--- src/mwm_pkg.sv ---
// shared widths, reset values and register indexes for the mecanum wheel mixer
package mwm_pkg;

  localparam int unsigned AXIS_W   = 8;
  localparam int unsigned DRIVE_W  = 13;
  localparam int unsigned DZ_W     = 7;
  localparam int unsigned LIM_W    = 8;
  localparam int unsigned GAIN_W   = 4;
  localparam int unsigned CFG_IDX_W  = 2;
  localparam int unsigned CFG_DATA_W = 8;

  // wheel mix spans -383..384, magnitude fits 9 bits
  localparam int unsigned WHEEL_W = 10;
  localparam int unsigned MAG_W   = 9;
  localparam int unsigned PROD_W  = MAG_W + LIM_W;
  localparam int unsigned QUO_W   = 8;

  localparam logic [DZ_W-1:0]   DEADZONE_RESET   = 7'd10;
  localparam logic [LIM_W-1:0]  NORM_LIMIT_RESET = 8'd100;
  localparam logic [GAIN_W-1:0] DRIVE_GAIN_RESET = 4'd8;

  typedef enum logic [CFG_IDX_W-1:0] {
    CFG_DEADZONE   = 2'd0,
    CFG_NORM_LIMIT = 2'd1,
    CFG_DRIVE_GAIN = 2'd2
  } cfg_idx_t;

  // one item in flight through the divider stages
  typedef struct packed {
    logic [3:0][WHEEL_W-1:0] w;
    logic [3:0][MAG_W-1:0]   rem;
    logic [3:0][QUO_W-1:0]   quo;
    logic [3:0][QUO_W-1:0]   low;
    logic [MAG_W-1:0]        m;
    logic                    scaled;
  } div_t;

endpackage

--- src/mecanum_wheel_mixer.sv ---
// mecanum wheel mixer: deadzone, mix, normalize by pipelined division, gain
//
// Input beat: stick_x, stick_y, turn_axis on in_valid/in_ready. Result beat:
// front_left, front_right, rear_left, rear_right, was_scaled on
// out_valid/out_ready. Registers deadzone, norm_limit and drive_gain are
// written over cfg_valid/cfg_index/cfg_data; cfg_ready is always high and
// writes are expected only while the pipeline is empty.
// An accepted input beat passes through these registered stages in order: mix,
// max and multiply, divider setup, four divider stages of two quotient bits
// each, and the gain multiply into the output register.
// Without stalls, one beat per cycle passes; the divider is fully pipelined.
// Each stage holds its own valid bit and advances whenever the stage after it
// is empty or moving, so a stalled receiver only backs up the pipeline
// stage by stage; in_ready drops once every stage is full. Nothing is lost
// or repeated under stalls.
// Reset empties the pipeline and loads deadzone 10, norm_limit 100 and
// drive_gain 8.
module mecanum_wheel_mixer (
  input  logic                                clk,
  input  logic                                rst,
  input  logic                                in_valid,
  output logic                                in_ready,
  input  logic signed [mwm_pkg::AXIS_W-1:0]   stick_x,
  input  logic signed [mwm_pkg::AXIS_W-1:0]   stick_y,
  input  logic signed [mwm_pkg::AXIS_W-1:0]   turn_axis,
  output logic                                out_valid,
  input  logic                                out_ready,
  output logic signed [mwm_pkg::DRIVE_W-1:0]  front_left,
  output logic signed [mwm_pkg::DRIVE_W-1:0]  front_right,
  output logic signed [mwm_pkg::DRIVE_W-1:0]  rear_left,
  output logic signed [mwm_pkg::DRIVE_W-1:0]  rear_right,
  output logic                                was_scaled,
  input  logic                                cfg_valid,
  output logic                                cfg_ready,
  input  logic [mwm_pkg::CFG_IDX_W-1:0]       cfg_index,
  input  logic [mwm_pkg::CFG_DATA_W-1:0]      cfg_data
);
  import mwm_pkg::*;

  localparam int unsigned DIV_STAGES = QUO_W / 2;

  // configuration registers
  logic [DZ_W-1:0]   deadzone;
  logic [LIM_W-1:0]  norm_limit;
  logic [GAIN_W-1:0] drive_gain;

  // stage a: mixed wheels
  logic                     a_v;
  logic [3:0][WHEEL_W-1:0]  a_w;
  logic [3:0][WHEEL_W-1:0]  a_w_next;

  // stage b: magnitudes, max, products
  logic                     b_v;
  logic [3:0][WHEEL_W-1:0]  b_w;
  logic [3:0][PROD_W-1:0]   b_prod;
  logic [MAG_W-1:0]         b_m;
  logic [3:0][PROD_W-1:0]   b_prod_next;
  logic [MAG_W-1:0]         b_m_next;

  // divider stages
  logic [DIV_STAGES:0]      dv;
  div_t                     dd [DIV_STAGES+1];
  div_t                     dd_next [DIV_STAGES+1];

  // output stage next values
  logic [3:0][DRIVE_W-1:0]  drive_next;

  // per-stage ready chain
  logic                     o_rdy;
  logic [DIV_STAGES:0]      d_rdy;
  logic                     b_rdy;
  logic                     a_rdy;

  // one restoring division step: returns quotient bit and new remainder
  function automatic logic [MAG_W:0] div_step(logic [MAG_W-1:0] rem, logic din,
                                              logic [MAG_W-1:0] m);
    logic [MAG_W:0] t;
    logic [MAG_W:0] d;
    begin
      t = {rem, din};
      d = t - {1'b0, m};
      if (t >= {1'b0, m}) begin
        return {1'b1, d[MAG_W-1:0]};
      end
      return {1'b0, t[MAG_W-1:0]};
    end
  endfunction

  // zero an axis whose magnitude is below the deadzone
  function automatic logic signed [AXIS_W:0] dead(logic signed [AXIS_W-1:0] v,
                                                  logic [DZ_W-1:0] dz);
    logic signed [AXIS_W:0] vx;
    logic signed [AXIS_W:0] dzx;
    begin
      vx  = {v[AXIS_W-1], v};
      dzx = $signed({2'b00, dz});
      if (vx > -dzx && vx < dzx) begin
        return '0;
      end
      return vx;
    end
  endfunction

  // ready chain from the output back to the input
  always_comb begin
    o_rdy = ~out_valid | out_ready;
    d_rdy[DIV_STAGES] = ~dv[DIV_STAGES] | o_rdy;
    for (int k = DIV_STAGES - 1; k >= 0; k--) begin
      d_rdy[k] = ~dv[k] | d_rdy[k+1];
    end
    b_rdy = ~b_v | d_rdy[0];
    a_rdy = ~a_v | b_rdy;
  end

  assign in_ready  = a_rdy;
  assign cfg_ready = 1'b1;

  // configuration writes
  always_ff @(posedge clk) begin
    if (rst) begin
      deadzone   <= DEADZONE_RESET;
      norm_limit <= NORM_LIMIT_RESET;
      drive_gain <= DRIVE_GAIN_RESET;
    end else if (cfg_valid) begin
      unique case (cfg_index)
        CFG_DEADZONE:   deadzone   <= cfg_data[DZ_W-1:0];
        CFG_NORM_LIMIT: norm_limit <= cfg_data[LIM_W-1:0];
        CFG_DRIVE_GAIN: drive_gain <= cfg_data[GAIN_W-1:0];
        default: ;
      endcase
    end
  end

  // stage a logic: deadzone, negate forward axis, mix
  always_comb begin
    logic signed [AXIS_W:0]  sx;
    logic signed [AXIS_W:0]  fy;
    logic signed [AXIS_W:0]  tw;
    logic signed [WHEEL_W-1:0] s10;
    logic signed [WHEEL_W-1:0] f10;
    logic signed [WHEEL_W-1:0] t10;
    sx  = dead(stick_x, deadzone);
    fy  = dead(stick_y, deadzone);
    tw  = dead(turn_axis, deadzone);
    s10 = WHEEL_W'(sx);
    f10 = -WHEEL_W'(fy);
    t10 = WHEEL_W'(tw);
    a_w_next[0] = f10 - s10 - t10;
    a_w_next[1] = f10 + s10 + t10;
    a_w_next[2] = f10 + s10 - t10;
    a_w_next[3] = f10 - s10 + t10;
  end

  // stage b logic: magnitudes, largest magnitude, magnitude times limit
  always_comb begin
    logic [3:0][MAG_W-1:0] mg;
    logic [WHEEL_W-1:0]    neg;
    logic [MAG_W-1:0]      m01;
    logic [MAG_W-1:0]      m23;
    for (int i = 0; i < 4; i++) begin
      neg   = -a_w[i];
      mg[i] = a_w[i][WHEEL_W-1] ? neg[MAG_W-1:0] : a_w[i][MAG_W-1:0];
      b_prod_next[i] = PROD_W'(mg[i]) * PROD_W'(norm_limit);
    end
    m01 = (mg[0] > mg[1]) ? mg[0] : mg[1];
    m23 = (mg[2] > mg[3]) ? mg[2] : mg[3];
    b_m_next = (m01 > m23) ? m01 : m23;
  end

  // divider setup and two quotient bits per stage
  always_comb begin
    logic [MAG_W:0] st;
    dd_next[0].w      = b_w;
    dd_next[0].m      = b_m;
    dd_next[0].scaled = b_m > MAG_W'(norm_limit);
    for (int i = 0; i < 4; i++) begin
      dd_next[0].rem[i] = b_prod[i][PROD_W-1:QUO_W];
      dd_next[0].low[i] = b_prod[i][QUO_W-1:0];
      dd_next[0].quo[i] = '0;
    end
    for (int k = 0; k < DIV_STAGES; k++) begin
      dd_next[k+1] = dd[k];
      for (int i = 0; i < 4; i++) begin
        st = div_step(dd[k].rem[i], dd[k].low[i][QUO_W-1-2*k], dd[k].m);
        dd_next[k+1].quo[i][QUO_W-1-2*k] = st[MAG_W];
        st = div_step(st[MAG_W-1:0], dd[k].low[i][QUO_W-2-2*k], dd[k].m);
        dd_next[k+1].quo[i][QUO_W-2-2*k] = st[MAG_W];
        dd_next[k+1].rem[i] = st[MAG_W-1:0];
      end
    end
  end

  // output stage logic: restore sign, pick scaled value, apply gain
  always_comb begin
    logic signed [WHEEL_W-1:0]   val;
    logic signed [WHEEL_W-1:0]   qv;
    logic signed [DRIVE_W+1:0]   prod;
    for (int i = 0; i < 4; i++) begin
      qv = $signed({2'b00, dd[DIV_STAGES].quo[i]});
      if (dd[DIV_STAGES].scaled) begin
        val = dd[DIV_STAGES].w[i][WHEEL_W-1] ? -qv : qv;
      end else begin
        val = $signed(dd[DIV_STAGES].w[i]);
      end
      prod = (DRIVE_W+2)'(val) * $signed({{(DRIVE_W+2-GAIN_W){1'b0}}, drive_gain});
      drive_next[i] = prod[DRIVE_W-1:0];
    end
  end

  // pipeline valid bits
  always_ff @(posedge clk) begin
    if (rst) begin
      a_v       <= 1'b0;
      b_v       <= 1'b0;
      dv        <= '0;
      out_valid <= 1'b0;
    end else begin
      if (a_rdy) begin
        a_v <= in_valid;
      end
      if (b_rdy) begin
        b_v <= a_v;
      end
      if (d_rdy[0]) begin
        dv[0] <= b_v;
      end
      for (int k = 1; k <= DIV_STAGES; k++) begin
        if (d_rdy[k]) begin
          dv[k] <= dv[k-1];
        end
      end
      if (o_rdy) begin
        out_valid <= dv[DIV_STAGES];
      end
    end
  end

  // pipeline payload
  always_ff @(posedge clk) begin
    if (a_rdy && in_valid) begin
      a_w <= a_w_next;
    end
    if (b_rdy && a_v) begin
      b_w    <= a_w;
      b_prod <= b_prod_next;
      b_m    <= b_m_next;
    end
    if (d_rdy[0] && b_v) begin
      dd[0] <= dd_next[0];
    end
    for (int k = 1; k <= DIV_STAGES; k++) begin
      if (d_rdy[k] && dv[k-1]) begin
        dd[k] <= dd_next[k];
      end
    end
    if (o_rdy && dv[DIV_STAGES]) begin
      front_left  <= drive_next[0];
      front_right <= drive_next[1];
      rear_left   <= drive_next[2];
      rear_right  <= drive_next[3];
      was_scaled  <= dd[DIV_STAGES].scaled;
    end
  end

endmodule
--- config.mk ---
export PLATFORM = sky130hd
export DESIGN_NAME = mecanum_wheel_mixer
export DESIGN_NICKNAME = d
export VERILOG_FILES = /design/src/mwm_pkg.sv /design/src/mecanum_wheel_mixer.sv
export SDC_FILE = /design/constraint.sdc
export NUM_CORES = 2
export LEC_CHECK = 0
export BUFFER_PORTS_ARGS = -buffer_cell sky130_fd_sc_hd__buf_2
export CORE_ASPECT_RATIO = 0.9
export CORE_UTILIZATION = 55
export CTS_BUF_LIST = sky130_fd_sc_hd__clkbuf_8
export CTS_CLUSTER_SIZE = 40
export DETAILED_ROUTE_END_ITERATION = 8
export GPL_ROUTABILITY_DRIVEN = 0
export PLACE_DENSITY_LB_ADDON = 0.25
export SYNTH_ARGS = -nofsm -noshare
export SYNTH_HDL_FRONTEND = slang
export SYNTH_SLANG_ARGS = --single-unit
--- constraint.sdc ---
create_clock -name clk -period 15.3 [get_ports clk]
set_clock_uncertainty 0.15 [all_clocks]
set_input_delay 3.06 -clock clk [delete_from_list [all_inputs] [get_ports clk]]
set_output_delay 3.06 -clock clk [all_outputs]
set_load 0.05 [all_outputs]
==> results.cfg <==
[timing]
tns_ns = 0
final_hold_viol_count = 0
final_number_of_max_transition_violations = 0
worstMarginPinSlew_ns = 1.25
timing.hold.ws_ns = 0.230
timing.final.setup_violations = 0
maxClockFrequency_mhz = 112
slew_margin_rel_pct = 16.3
unrepaired_setup_endpoints_after_global_routing = no
final.min_clock_period_ns = 8.90
timing.final.ws_setup_ns = 6.40
layout_worst_path_cycle_share_pct = 58.2

[drt]
dr.first_iter.drc_count = 2714
num_vias = 37650
post-route-drc-count = 0
ant_nets = 0
routed_wl_um = 124000
drt_first_pass_iters = 5
wl_per_cell_um = 18.2
drt-vias-per-instance = 5.53

[worst_setup_path]
cp_top_family = compound AO/OA/AOI/OAI gates
timing.critical_path.from_type = input port
critPathCaptureType = flop
crit_slowest_cell = sky130_fd_sc_hd__a221oi_1
worst_path_largest_cell_delay_ns = 0.75
worst-path-max-fanout = 8
worstReg2RegEnd = b_m[5]$_DFFE_PP_
worstSetupPathType = in2reg
timing.critical_path.required_ns = 15.72
reg2regPathDepth = 28
critical_path.most_common_cell = sky130_fd_sc_hd__nor2_1
worstReg2RegStart = a_w[0]$_DFFE_PP_
worstPathBufferInverterCount = 3
timing.critical_path.arrival_ns = 9.32
timing.reg2reg.setup_slack_ns = 7.67

[logic_synthesis]
yosys.area_share.simple_pct = 11.2
mean_cell_area_of_the_mapped_netlist_um2 = 10.7
post_synth_mux_area_share_pct = 2.59
synth_enable_flop_cells = 731
synth_compound_gate_area_share_pct = 10.5
netlist_area_um2 = 55900
yosys.area_share.adder_pct = 24.7
synth_top_family_by_area = adder cells
mappedNetlistNets = 6181
synth_seq_area_share_pct = 40.2
synth_xor_area_share_pct = 5.70
synth-warning-count = 0
yosysUniqueCellTypes = 69
yosys_register_bits = 758
async_flop_share_pct = 0
postSynth.topFlopCell = sky130_fd_sc_hd__edfxtp_1
post_synth_inst_count = 5207

[die]
chipHeight_um = 305
core_um2 = 100000
std_cell_rows = 110
start_util_pct = 55.7
die_x_um = 338
floorplan.io_pins = 95
floorplan.die_area_um2 = 103000

[layout]
final_core_utilization_pct = 60.2
final_design_area_no_fill_um2 = 60400
final_nets = 6343
fin_cells = 6808
layout-drive-gt1-share_pct = 7.51
area_delta_synth_final_pct = 8.02

[global_route]
grt_max_degree = 83
number_of_antenna_violations_at_the_first_check_in_global_routing = 1
vias_in_the_first_global_route = 37265
grt_use_total_pct = 24.2
grt.overflow.total = 0
global_route_wire_length_before_repair_um = 198000

[placement]
detailedPlace.worstSlack_ns = 5.70
portBuffers = 93
dpl_cell_area_um2 = 58200
placed_cells_incl_taps = 6594
hpwl_um = 94700

[clock_network]
clock_tree.root_cell = sky130_fd_sc_hd__clkbuf_8
tritoncts = done
cts.sink_count = 758
worst_case_clock_buffer_depth = 3
post_cts.resized_instances = 0
clk-insertion-delay-late_ns = 0.78
htreeDepth = 3
cts.clk_slew.worst_paths_ns = 0.06
holdBufCountCts = 0
post_cts_setup_driven_buffer_insertion_count = 0
cts-buffers-inserted = 117

[status]
run_status = complete, no violations

[hold_path]
holdPathEnd = dd[0][476]$_DFFE_PP_
holdCritPathClass = reg2reg
hold-path-cell-count = 0
min_from = dd[0][326]$_DFFE_PP_

[power_and_ir_drop]
peakVddDrop_mv = 0.677
cellLeakagePower_nw = 26.5
power_density_nw_per_um2 = 203
fin_total_pwr_mw = 12.3

[job]
drv_cap = 0
==> where the power goes <==
group	internal, mW	switching, mW	leakage, nW	total, mW
clock	0.829	0.803	1.29	1.63
sequential	2.88	0.148	6.92	3.03
combinational	3.17	4.42	18.3	7.60
==> how the worst max path moves through the flow <==
stage                           from                   end  slack, ns  cells past startpoint
after global placement    stick_y[2]     a_w[19]$_DFFE_PP_       5.87                     28
after floorplan            out_ready  dd[0][150]$_DFFE_PP_       2.61                      4
after global routing      stick_y[2]     a_w[39]$_DFFE_PP_       5.92                     27
after detailed placement  stick_y[2]     a_w[19]$_DFFE_PP_       5.70                     28
final                     stick_y[2]     a_w[19]$_DFFE_PP_       6.40                     28
after CTS                 stick_y[2]     a_w[19]$_DFFE_PP_       6.51                     28
==> cells by family after synthesis <==
kind of cell / count (synthesis)
AND/OR/NAND/NOR: 1293
XOR/XNOR: 359
other: 1
buffers and inverters: 760
AO/OA/AOI/OAI: 964
multiplexers: 134
flip-flops: 758
adder cells (fa/ha/maj): 938
==> cell type report <==
class,instances,area [um^2]
fill,8189,39900
timing repair buffer,149,886
clock buffer,118,1620
multi-input combinational,3689,30700
inverter,654,2450
clock inverter,95,617
tap,1344,1680
sequential,758,22500
antenna,1,2.50
==> cell usage in the layout (no fill, tap or decap), types with 55 or more instances in the layout <==
cell type	count
sky130_fd_sc_hd__buf_4	56
sky130_fd_sc_hd__nor2b_1	196
sky130_fd_sc_hd__ha_1	661
sky130_fd_sc_hd__inv_1	685
sky130_fd_sc_hd__buf_2	93
sky130_fd_sc_hd__a21oi_1	280
sky130_fd_sc_hd__nor2_1	316
sky130_fd_sc_hd__o21ai_0	270
sky130_fd_sc_hd__a21o_1	138
sky130_fd_sc_hd__mux2_2	80
sky130_fd_sc_hd__clkbuf_8	118
sky130_fd_sc_hd__nand2_1	401
sky130_fd_sc_hd__xnor2_1	275
sky130_fd_sc_hd__nand2b_1	101
sky130_fd_sc_hd__xor2_1	78
sky130_fd_sc_hd__edfxtp_1	731
sky130_fd_sc_hd__nand4_1	58
sky130_fd_sc_hd__o21a_1	55
sky130_fd_sc_hd__fa_1	274
sky130_fd_sc_hd__and2_1	92
==> sequential cells by signal, indices dropped and copies added (netlist names), 7 cells and up <==
register and cells:
dd 527, b_prod 66, a_w 38, b_w 38, front_left 13, front_right 13
rear_left 13, rear_right 13, b_m 9, norm_limit 8, deadzone 7
==> routing by layer <==
| metal | GRT usage (%) | up-vias | wire length (um) |
|---|---|---|---|
| met2 | 38.2 | 1112 | 55600 |
| met4 | 8.53 | 0 | 4080 |
| met5 | 0 | - | 0 |
| met1 | 34.0 | 18023 | 57000 |
| li1 | - | 18280 | - |
| met3 | 3.56 | 235 | 7420 |
==> cells in the mapped netlist (3+ instances only) <==
cell                       instances  share of area (%)
sky130_fd_sc_hd__edfxtp_1        731                 39
sky130_fd_sc_hd__o21ai_1           8              0.072
sky130_fd_sc_hd__mux2i_1          53               0.95
sky130_fd_sc_hd__xor2_1           78                1.2
sky130_fd_sc_hd__o31a_1            5              0.078
sky130_fd_sc_hd__a21oi_1         281                2.5
sky130_fd_sc_hd__a21o_1          138                1.9
sky130_fd_sc_hd__o22ai_1          16               0.18
sky130_fd_sc_hd__nand4_1          58               0.65
sky130_fd_sc_hd__nor3_1           44               0.39
sky130_fd_sc_hd__nand2b_1        101                1.1
sky130_fd_sc_hd__a211o_1          11               0.17
sky130_fd_sc_hd__a31oi_1          15               0.17
sky130_fd_sc_hd__and3_1           12               0.13
sky130_fd_sc_hd__mux2_2           80                1.6
sky130_fd_sc_hd__o41ai_1           3              0.047
sky130_fd_sc_hd__o21a_1           55               0.74
sky130_fd_sc_hd__clkbuf_1         94               0.63
sky130_fd_sc_hd__o211ai_1          5              0.067
sky130_fd_sc_hd__nand3_1          32               0.29
sky130_fd_sc_hd__o31ai_1          37               0.50
sky130_fd_sc_hd__and2_1           92                1.0
sky130_fd_sc_hd__nor2b_1         199                2.2
sky130_fd_sc_hd__clkinv_1          5              0.034
sky130_fd_sc_hd__a221oi_1         14               0.22
sky130_fd_sc_hd__nand2_1         401                2.7
sky130_fd_sc_hd__nand3b_1          6              0.081
sky130_fd_sc_hd__nor2_1          317                2.1
sky130_fd_sc_hd__dfxtp_1          27               0.97
sky130_fd_sc_hd__o21bai_1         54               0.72
sky130_fd_sc_hd__or4_1             6              0.081
sky130_fd_sc_hd__a211oi_1         12               0.16
sky130_fd_sc_hd__a31o_2            4              0.063
sky130_fd_sc_hd__inv_1           648                4.3
sky130_fd_sc_hd__xnor2_1         277                4.3
sky130_fd_sc_hd__a21boi_0         26               0.35
sky130_fd_sc_hd__buf_1             6              0.040
sky130_fd_sc_hd__or3_1            14               0.16
sky130_fd_sc_hd__fa_1            274                9.8
sky130_fd_sc_hd__ha_1            661                 15
sky130_fd_sc_hd__o21ai_0         270                2.4
(Power assumes the default switching activity.)
